[src/sv/pbfa_pkg.sv]
// Shared types and constants for the packet bit field access unit.
`timescale 1ns / 1ps

package pbfa_pkg;

  // Default byte buffer depth.
  localparam int BufferBytesDefault = 256;

  // Message length after reset, in bytes.
  localparam logic [8:0] MsgLenReset = 9'd256;

  // Access kinds carried by the op field.
  typedef enum logic {
    OP_READ  = 1'b0,
    OP_WRITE = 1'b1
  } op_e;

  // Controller states.
  typedef enum logic [2:0] {
    S_CLEAR,
    S_IDLE,
    S_CHECK,
    S_SETUP,
    S_ACCESS,
    S_DRAIN,
    S_EXTRACT,
    S_RESULT
  } state_e;

  // Commands from the controller to the datapath.
  typedef struct packed {
    logic capture;
    logic check;
    logic setup;
    logic issue;
    logic extract;
    logic result;
    logic clear_step;
  } pbfa_cmd_t;

  // Status from the datapath to the controller.
  typedef struct packed {
    logic clear_last;
    logic fit;
    logic issue_last;
    logic out_busy;
  } pbfa_status_t;

endpackage

[src/sv/pbfa_ctrl.sv]
// Controller state machine that sequences one bit field access at a time.
`timescale 1ns / 1ps

module pbfa_ctrl (
  input  logic                   clk_i,
  input  logic                   rst_ni,
  input  logic                   in_valid_i,
  output logic                   in_ready_o,
  input  pbfa_pkg::pbfa_status_t st_i,
  output pbfa_pkg::pbfa_cmd_t    cmd_o
);
  import pbfa_pkg::*;

  state_e state_q, state_d;

  // State register; the buffer clearing pass runs first after reset.
  always_ff @(posedge clk_i or negedge rst_ni) begin
    if (!rst_ni) begin
      state_q <= S_CLEAR;
    end else begin
      state_q <= state_d;
    end
  end

  // Next state and command decode.
  always_comb begin
    state_d    = state_q;
    cmd_o      = '0;
    in_ready_o = 1'b0;
    case (state_q)
      S_CLEAR: begin
        cmd_o.clear_step = 1'b1;
        if (st_i.clear_last) begin
          state_d = S_IDLE;
        end
      end
      S_IDLE: begin
        in_ready_o = 1'b1;
        if (in_valid_i) begin
          cmd_o.capture = 1'b1;
          state_d       = S_CHECK;
        end
      end
      S_CHECK: begin
        cmd_o.check = 1'b1;
        state_d     = S_SETUP;
      end
      S_SETUP: begin
        cmd_o.setup = 1'b1;
        state_d     = st_i.fit ? S_ACCESS : S_RESULT;
      end
      S_ACCESS: begin
        cmd_o.issue = 1'b1;
        if (st_i.issue_last) begin
          state_d = S_DRAIN;
        end
      end
      S_DRAIN: begin
        state_d = S_EXTRACT;
      end
      S_EXTRACT: begin
        cmd_o.extract = 1'b1;
        state_d       = S_RESULT;
      end
      S_RESULT: begin
        if (!st_i.out_busy) begin
          cmd_o.result = 1'b1;
          state_d      = S_IDLE;
        end
      end
      default: begin
        state_d = S_IDLE;
      end
    endcase
  end

`ifndef ASSERT_OFF
  // An accepted item always moves on to the bounds check.
  assert property (@(posedge clk_i) disable iff (!rst_ni)
    in_valid_i && in_ready_o |=> state_q == S_CHECK)
    else $error("accepted item did not enter the check state");

  // Buffer reads are only issued for fields that passed the bounds check.
  assert property (@(posedge clk_i) disable iff (!rst_ni)
    cmd_o.issue |-> st_i.fit)
    else $error("buffer access issued for an out-of-range field");

  // The clearing pass does not end early.
  assert property (@(posedge clk_i) disable iff (!rst_ni)
    state_q == S_CLEAR && !st_i.clear_last |=> state_q == S_CLEAR)
    else $error("clearing pass left before the last entry");
`endif

endmodule

[src/sv/pbfa_datapath.sv]
// Datapath: item registers, bounds check, byte buffer, field window and result register.
`timescale 1ns / 1ps

module pbfa_datapath #(
  parameter int BUFFER_BYTES = pbfa_pkg::BufferBytesDefault
) (
  input  logic                   clk_i,
  input  logic                   rst_ni,
  input  pbfa_pkg::pbfa_cmd_t    cmd_i,
  output pbfa_pkg::pbfa_status_t st_o,
  input  logic                   op_i,
  input  logic                   big_endian_i,
  input  logic                   sign_extend_i,
  input  logic [10:0]            bit_offset_i,
  input  logic [6:0]             field_length_i,
  input  logic [63:0]            write_value_i,
  input  logic                   cfg_write_i,
  input  logic [8:0]             cfg_data_i,
  output logic                   out_valid_o,
  input  logic                   out_ready_i,
  output logic [63:0]            read_value_o,
  output logic                   in_range_o
);
  import pbfa_pkg::*;

  localparam int              AddrW    = (BUFFER_BYTES > 1) ? $clog2(BUFFER_BYTES) : 1;
  localparam logic [12:0]     BufBytes = 13'(BUFFER_BYTES);
  localparam logic [AddrW-1:0] LastAddr = AddrW'(BUFFER_BYTES - 1);
  localparam logic [3:0]      TopSlot  = 4'd8;

  // Low len bits set; len of 64 or more gives all ones.
  function automatic logic [63:0] field_mask(input logic [6:0] len);
    logic [63:0] m;
    m = (len >= 7'd64) ? '1 : ((64'd1 << len) - 64'd1);
    return m;
  endfunction

  // Window slot of the k-th touched byte: big-endian fills from the top.
  function automatic logic [3:0] win_slot(input logic be, input logic [3:0] k);
    logic [3:0] s;
    s = be ? (TopSlot - k) : k;
    return s;
  endfunction

  // Item and configuration registers.
  op_e         op_q;
  logic        be_q, sx_q;
  logic [10:0] off_q;
  logic [6:0]  len_q;
  logic [63:0] wv_q;
  logic [8:0]  msg_len_q;

  // Access working registers.
  logic            fit_q;
  logic [3:0]      nbytes_q;
  logic [6:0]      sh_q;
  logic [3:0]      k_q;
  logic            rd_pend_q;
  logic [3:0]      rd_k_q;
  logic [7:0]      rdata_q;
  logic [8:0][7:0] win_q, wmask_q, wdata_q;
  logic [63:0]     rv_q;
  logic [AddrW-1:0] clr_q;

  // Result register.
  logic        out_valid_q, in_range_q;
  logic [63:0] read_value_q;

  logic [7:0] mem [BUFFER_BYTES];

  // Capture the item fields on acceptance.
  always_ff @(posedge clk_i) begin
    if (cmd_i.capture) begin
      op_q  <= op_e'(op_i);
      be_q  <= big_endian_i;
      sx_q  <= sign_extend_i;
      off_q <= bit_offset_i;
      len_q <= field_length_i;
      wv_q  <= write_value_i;
    end
  end

  // Message length register.
  always_ff @(posedge clk_i or negedge rst_ni) begin
    if (!rst_ni) begin
      msg_len_q <= MsgLenReset;
    end else if (cfg_write_i) begin
      msg_len_q <= cfg_data_i;
    end
  end

  // Bounds check against the length saturated at the buffer size.
  logic [12:0] eff_len;
  logic [15:0] end_bit, lim_bit;
  logic        fit;
  logic [7:0]  span;
  logic [6:0]  shift_amt;

  assign eff_len = ({4'd0, msg_len_q} > BufBytes) ? BufBytes : {4'd0, msg_len_q};
  assign end_bit = 16'(off_q) + 16'(len_q);
  assign lim_bit = {eff_len, 3'd0};
  assign fit     = (len_q != 7'd0) && (len_q <= 7'd64) && (end_bit <= lim_bit);

  // Bytes touched and the window shift that aligns the field to bit zero.
  assign span      = 8'(off_q[2:0]) + 8'(len_q) + 8'd7;
  assign shift_amt = be_q ? 7'(7'd72 - 7'(off_q[2:0]) - len_q) : 7'(off_q[2:0]);

  always_ff @(posedge clk_i) begin
    if (cmd_i.check) begin
      fit_q    <= fit;
      nbytes_q <= 4'(span >> 3);
      sh_q     <= shift_amt;
    end
  end

  // Field mask and write data laid into the window.
  logic [63:0] fmask;
  assign fmask = field_mask(len_q);

  always_ff @(posedge clk_i) begin
    if (cmd_i.setup) begin
      wmask_q <= 72'(fmask) << sh_q;
      wdata_q <= 72'(wv_q & fmask) << sh_q;
    end
  end

  // Byte counter of the access loop.
  always_ff @(posedge clk_i) begin
    if (cmd_i.setup) begin
      k_q <= '0;
    end else if (cmd_i.issue) begin
      k_q <= k_q + 4'd1;
    end
  end

  // Read return pipeline: the read data is registered, and rd_pend_q marks it valid in the cycle after the address.
  always_ff @(posedge clk_i or negedge rst_ni) begin
    if (!rst_ni) begin
      rd_pend_q <= 1'b0;
    end else begin
      rd_pend_q <= cmd_i.issue;
    end
  end

  always_ff @(posedge clk_i) begin
    rd_k_q <= k_q;
  end

  // Clearing pass address.
  always_ff @(posedge clk_i or negedge rst_ni) begin
    if (!rst_ni) begin
      clr_q <= '0;
    end else if (cmd_i.clear_step) begin
      clr_q <= clr_q + AddrW'(1);
    end
  end

  // Buffer addressing and read-modify-write merge.
  logic [15:0]      rd_sum, wr_sum;
  logic [AddrW-1:0] rd_addr, wr_addr, mem_waddr;
  logic [3:0]       ret_slot;
  logic [7:0]       merged, mem_wdata;
  logic             mem_we;

  assign rd_sum   = 16'(off_q[10:3]) + 16'(k_q);
  assign wr_sum   = 16'(off_q[10:3]) + 16'(rd_k_q);
  assign rd_addr  = rd_sum[AddrW-1:0];
  assign wr_addr  = wr_sum[AddrW-1:0];
  assign ret_slot = win_slot(be_q, rd_k_q);
  assign merged   = (rdata_q & ~wmask_q[ret_slot]) | wdata_q[ret_slot];

  assign mem_we    = cmd_i.clear_step || (rd_pend_q && (op_q == OP_WRITE));
  assign mem_waddr = cmd_i.clear_step ? clr_q : wr_addr;
  assign mem_wdata = cmd_i.clear_step ? 8'd0 : merged;

  always_ff @(posedge clk_i) begin
    if (mem_we) begin
      mem[mem_waddr] <= mem_wdata;
    end
  end

  always_ff @(posedge clk_i) begin
    if (cmd_i.issue) begin
      rdata_q <= mem[rd_addr];
    end
  end

  // Gather returned bytes into the window.
  always_ff @(posedge clk_i) begin
    if (cmd_i.setup) begin
      win_q <= '0;
    end else if (rd_pend_q) begin
      win_q[ret_slot] <= rdata_q;
    end
  end

  // Align the field to bit zero and mask it.
  logic [71:0] win_shift;
  assign win_shift = 72'(win_q) >> sh_q;

  always_ff @(posedge clk_i) begin
    if (cmd_i.extract) begin
      rv_q <= win_shift[63:0] & fmask;
    end
  end

  // Sign extension and gating of the final value.
  logic        sign_bit;
  logic [63:0] rv_ext, result_value;

  assign sign_bit     = rv_q[6'(len_q - 7'd1)];
  assign rv_ext       = (sx_q && (len_q < 7'd64) && sign_bit) ? (rv_q | ~fmask) : rv_q;
  assign result_value = (fit_q && (op_q == OP_READ)) ? rv_ext : '0;

  // Output register: holds one finished item until taken.
  always_ff @(posedge clk_i or negedge rst_ni) begin
    if (!rst_ni) begin
      out_valid_q <= 1'b0;
    end else if (cmd_i.result) begin
      out_valid_q <= 1'b1;
    end else if (out_ready_i) begin
      out_valid_q <= 1'b0;
    end
  end

  always_ff @(posedge clk_i) begin
    if (cmd_i.result) begin
      read_value_q <= result_value;
      in_range_q   <= fit_q;
    end
  end

  assign out_valid_o  = out_valid_q;
  assign read_value_o = read_value_q;
  assign in_range_o   = in_range_q;

  // Status to the controller.
  assign st_o.clear_last = (clr_q == LastAddr);
  assign st_o.fit        = fit_q;
  assign st_o.issue_last = (k_q == 4'(nbytes_q - 4'd1));
  assign st_o.out_busy   = out_valid_q && !out_ready_i;

`ifndef ASSERT_OFF
  // The merge write never targets the byte being read in the same cycle.
  assert property (@(posedge clk_i) disable iff (!rst_ni)
    cmd_i.issue && mem_we |-> rd_addr != mem_waddr)
    else $error("buffer read and write collide on one address");

  // A new result is never loaded over one that is still waiting.
  assert property (@(posedge clk_i) disable iff (!rst_ni)
    cmd_i.result |-> !(out_valid_q && !out_ready_i))
    else $error("result register overwritten while occupied");

  // A failed access reports zero.
  assert property (@(posedge clk_i) disable iff (!rst_ni)
    out_valid_q && !in_range_q |-> read_value_q == '0)
    else $error("failed access returned a nonzero value");
`endif

endmodule

[src/sv/packet_bit_field_access_unit.sv]
// Top level of the packet bit field access unit.
`timescale 1ns / 1ps

// Holds one message in a byte buffer of BUFFER_BYTES bytes and serves read or
// write accesses to bit fields of 1 to 64 bits at any bit offset, in
// little-endian or big-endian bit order, with optional sign extension on reads.
// A field that ends past the message length fails: in_range_o is 0, the value
// is 0 and the buffer is unchanged. One item is processed at a time. An access
// touching n bytes (1 to 9) passes the check, setup, access, drain, extract and
// result states before the next item is taken; its access state reads the bytes
// through the buffer's single read port, one byte per cycle, with merged
// write-back overlapped on the write port. A failed access goes from setup
// straight to the result state. After reset a clearing pass zeroes the buffer,
// during which no item is accepted; configuration writes are taken at any time.
module packet_bit_field_access_unit #(
  parameter int BUFFER_BYTES = pbfa_pkg::BufferBytesDefault
) (
  input  logic        clk_i,
  input  logic        rst_ni,
  input  logic        in_valid_i,
  output logic        in_ready_o,
  input  logic        op_i,
  input  logic        big_endian_i,
  input  logic        sign_extend_i,
  input  logic [10:0] bit_offset_i,
  input  logic [6:0]  field_length_i,
  input  logic [63:0] write_value_i,
  output logic        out_valid_o,
  input  logic        out_ready_i,
  output logic [63:0] read_value_o,
  output logic        in_range_o,
  input  logic        cfg_valid_i,
  output logic        cfg_ready_o,
  input  logic [8:0]  cfg_data_i
);
  import pbfa_pkg::*;

  pbfa_cmd_t    cmd;
  pbfa_status_t st;

  // The length register accepts a write in any cycle.
  assign cfg_ready_o = 1'b1;

  // Access sequencer.
  pbfa_ctrl u_ctrl (
    .clk_i      (clk_i),
    .rst_ni     (rst_ni),
    .in_valid_i (in_valid_i),
    .in_ready_o (in_ready_o),
    .st_i       (st),
    .cmd_o      (cmd)
  );

  // Buffer and field datapath.
  pbfa_datapath #(
    .BUFFER_BYTES (BUFFER_BYTES)
  ) u_datapath (
    .clk_i          (clk_i),
    .rst_ni         (rst_ni),
    .cmd_i          (cmd),
    .st_o           (st),
    .op_i           (op_i),
    .big_endian_i   (big_endian_i),
    .sign_extend_i  (sign_extend_i),
    .bit_offset_i   (bit_offset_i),
    .field_length_i (field_length_i),
    .write_value_i  (write_value_i),
    .cfg_write_i    (cfg_valid_i && cfg_ready_o),
    .cfg_data_i     (cfg_data_i),
    .out_valid_o    (out_valid_o),
    .out_ready_i    (out_ready_i),
    .read_value_o   (read_value_o),
    .in_range_o     (in_range_o)
  );

endmodule

[config.mk]
export PLATFORM = sky130hd
export DESIGN_NAME = packet_bit_field_access_unit
export DESIGN_NICKNAME = d
export VERILOG_FILES = /design/src/sv/pbfa_pkg.sv /design/src/sv/pbfa_ctrl.sv /design/src/sv/pbfa_datapath.sv /design/src/sv/packet_bit_field_access_unit.sv
export SDC_FILE = /design/constraint.sdc
export NUM_CORES = 2
export LEC_CHECK = 0
export BUFFER_PORTS_ARGS = -buffer_cell sky130_fd_sc_hd__clkbuf_2
export CORE_ASPECT_RATIO = 1.5
export CORE_MARGIN = 2
export CORE_UTILIZATION = 40
export CTS_CLUSTER_DIAMETER = 80
export DETAILED_ROUTE_END_ITERATION = 10
export PLACE_DENSITY = 0.62
export RECOVER_POWER = 25
export SKIP_CTS_REPAIR_TIMING = 1
export SYNTH_ARGS = -nofsm -noshare
export SYNTH_HDL_FRONTEND = slang
export SYNTH_HIERARCHICAL = 1
export SYNTH_SLANG_ARGS = --single-unit
[constraint.sdc]
create_clock -name clk_i -period 16.79 [get_ports clk_i]
set_input_delay 3.358 -clock clk_i [delete_from_list [all_inputs] [get_ports clk_i]]
set_output_delay 3.358 -clock clk_i [all_outputs]
set_load 0.02 [all_outputs]
==> flow_metrics.py <==
metrics = {
    "status": {
        "status": "finished with violations",
        "failed_checks": "max-capacitance violations, max-slew violations",
    },
    "critical_path": {
        "worst_setup_path_end_kind": "register",
        "worst_setup_path_start_kind": "register",
        "critPathTopFamily": "buffers and inverters",
        "crit_arrival_ns": 11.69,
        "slowest_delay_ns": 2.93,
        "critical_path.max_fanout": 73,
        "critical-path-top-cell-by-count": "sky130_fd_sc_hd__clkbuf_1",
        "worst-setup-path-type": "register to register",
        "critical-path-slowest-cell": "sky130_fd_sc_hd__clkbuf_1",
        "critical_path_required_ns": 17.17,
        "path_cells": "nand2_1 -> nor2_1 -> clkbuf_1 -> clkbuf_1 -> clkbuf_1",
        "critical_path.n_buffers_inverters": 3,
    },
    "synthesis": {
        "post_synth_num_cell_types": 104,
        "postSynth.asyncResetShare_pct": 0.870,
        "netlist.area_leader.share_pct": 62.8,
        "post-synth-top-area-cell": "sky130_fd_sc_hd__edfxtp_1",
        "synth_top_cells_by_count": "sky130_fd_sc_hd__edfxtp_1 (2426), sky130_fd_sc_hd__mux4_2 (805), sky130_fd_sc_hd__nor2_1 (732)",
        "flop_and_latch_count_out_of_synthesis": 2528,
        "synth.avg_cell_area_um2": 15.8,
        "seq_area_frac_synth_pct": 64.6,
        "number_of_enable_type_register_cells_in_the_synthesized_netlist": 2426,
        "synthesis.area_mm2": 0.116,
        "yosys_warnings": 6,
        "ys_dominant_reg_cell": "sky130_fd_sc_hd__edfxtp_1",
        "synthTopCellsByArea": "sky130_fd_sc_hd__edfxtp_1 (63%), sky130_fd_sc_hd__mux4_2 (16%), sky130_fd_sc_hd__nor2_1 (2.4%), sky130_fd_sc_hd__mux2i_1 (2.2%), sky130_fd_sc_hd__nand2_1 (1.8%)",
        "syn_inst": 7323,
        "number_of_nets_in_the_synthesized_netlist": 7476,
        "synthMostInstantiatedCell": "sky130_fd_sc_hd__edfxtp_1",
    },
    "routing": {
        "avgRoutedWirePerCell_um": 37.5,
        "remaining_drc_errors": 0,
        "dr.first_iter.drc_count": 8487,
        "detail-route-antenna-nets": 0,
        "first_pass_iters": 6,
        "dr_total_vias": 72600,
        "route.final.wire_length_um": 428000,
        "viasPerCell": 6.36,
    },
    "sta": {
        "final.period_utilization_pct": 67.3,
        "rsz_0062_raised_after_global_routing": "no",
        "tightest_slew_ns": 7.14,
        "finalSetupViolCount": 0,
        "final_critical_path_setup_slack_ns": 5.49,
        "report.final.slew_viol_count": 1077,
        "timing.final.hold_violations": 0,
        "setup-tns-final_ns": 0,
        "slew_headroom_pct": -376,
        "skew_ns": 0.0946,
        "final_period_minus_worst_setup_slack_ns": 11.30,
        "max_clock_freq_mhz": 88.5,
    },
    "clock_network": {
        "cts_tree": "done",
        "clock_latency_ns": 0.95,
        "cts_buf_count": 243,
        "cts-root-to-sink-buffers": 4,
        "cts_sinks": 2528,
        "ctsRootBufferMaster": "sky130_fd_sc_hd__clkbuf_16",
        "clk_transition_reported_paths_ns": 0.07,
        "cts-htree-levels": 4,
    },
    "pwr": {
        "power.density_cell_area_mw_per_mm2": 183,
        "p_leak_nw": 41.4,
        "peakVddDrop_v": 0.000243,
    },
    "die": {
        "fp-row-count": 242,
        "initial_utilization_pct": 40.1,
        "floorplan.core_area_mm2": 0.289,
        "die_w_um": 444,
        "chipHeight_um": 664,
        "floorplan.die_area_mm2": 0.294,
        "ios": 167,
    },
    "flow_run": {
        "timing.max_cap.violations": 23,
    },
    "place": {
        "place.gp.congestion": 1.03,
        "detailedPlace.worstSlack_ns": 9.38,
        "buffer_ports.inserted": 165,
        "dp.final_hpwl_um": 298000,
    },
    "grt": {
        "pin_count_of_the_biggest_net_entering_global_routing": 194,
        "grt_pass1_vias": 73200,
        "grt_util_overall_pct": 28.6,
        "global_route.overflow_total": 0,
        "first_pass_grt_wire_length_um": 590000,
        "grt_antenna_before_repair": 25,
    },
    "finish": {
        "num-fill-cells": 25200,
        "layout-drive-gt1-share_pct": 21.2,
        "flow.area_growth_from_synthesis_pct": 11.5,
        "footprint_of_the_multi_input_gates_mm2": 0.0390,
        "register_area_mm2": 0.0750,
        "final_nets": 7578,
    },
    "min_path": {
        "hold_class": "register to register",
    },
}
[registers in the layout (all words and copies together), names as in the netlist, 7 cells and up]
signal                   count
u_datapath/mem            2048
u_datapath/wdata_q          72
u_datapath/win_q            72
u_datapath/wmask_q          72
u_datapath/read_value_o     64
u_datapath/rv_q             64
u_datapath/wv_q             64
u_datapath/off_q            11
u_datapath/msg_len_q         9
u_datapath/clr_q             8
u_datapath/rdata_q           8
u_datapath/len_q             7
u_datapath/sh_q              7
[final timing paths]
kind | start | end | slack (ns) | cells after the start
setup / recovery | u_ctrl/state_q[1] | u_datapath/wmask_q[0] | 5.49 | 5
hold / removal | u_datapath/k_q[3] | u_datapath/rd_k_q[3] | 0.43 | 0
setup reg to reg | u_ctrl/state_q[1] | u_datapath/wmask_q[0] | 5.49 | 5
hold reg to reg | u_datapath/k_q[3] | u_datapath/rd_k_q[3] | 0.43 | 0
max in group asynchronous | rst_ni | u_datapath/clr_q[6] | 13.21 | 1
min in group asynchronous | rst_ni | u_datapath/out_valid_o | 2.77 | 1
[area by class of cell]
cell class,instances,share of cell area [%]
flip-flops and latches,2528,58.0
clock inverters,152,1.15
multi-input cells,4200,30.1
repair buffers,391,1.87
inverters,61,0.185
well taps,3782,3.66
clock buffers,295,4.98
diodes,13,0.0252
[power breakdown]
part / internal [W] / switching [W]
clock network: 0.00309 / 0.00241
logic: 0.00281 / 0.00596
registers: 0.00915 / 0.000258
total: 0.0150 / 0.00863
[cells in the final DEF (no fill, tap or decap), drive strengths merged, types with 100 or more instances in the layout]
cell,instances
a21oi,263
buf,191
clkbuf,495
clkinv,100
edfxtp,2426
mux2i,253
mux4,805
nand2,566
nor2,732
nor3,117
o21ai,198
[kinds of logic after synthesis]
family | count (synthesis) | share of synthesized area [%]
multiplexers | 1129 | 18.5
adder cells (fa/ha/maj) | 54 | 0.615
AND/OR/NAND/NOR | 1801 | 6.91
AO/OA/AOI/OAI | 1158 | 6.91
XOR/XNOR | 57 | 0.430
other | 1 | 0.00323
buffers and inverters | 595 | 1.99
flip-flops | 2528 | 64.6
[per-stage QoR]
| stage | utilization (%) | cells | total power [W] | cell area, um^2 | hold slack [ns] |
|---|---|---|---|---|---|
| finish | 44.7 | 11400 | 0.0237 | 129000 | 0.434 |
| CTS | 44.8 | 11400 | 0.0237 | 130000 | 0.433 |
| detailed placement | 42.1 | 11000 | 0.0182 | 122000 | 0.423 |
| floorplan | - | 7323 | 0.0152 | 116000 | 0.389 |
| global placement | 42.1 | 11000 | 0.0181 | 122000 | 0.429 |
| global route | 44.7 | 11400 | 0.0244 | 129000 | 0.452 |
[layer usage]
metal  wire length, um  vias to the layer above  track usage, %  part of all wire (%)
met3             29700                     1220            5.14                   6.9
met4             42400                       16            23.3                   9.9
met1            144000                    37900            31.7                    34
li1                  -                    29800               -                     -
met2            212000                     3717            48.4                    50
met5               103                        -               0                 0.024
Power figures use the tool's default switching activity.
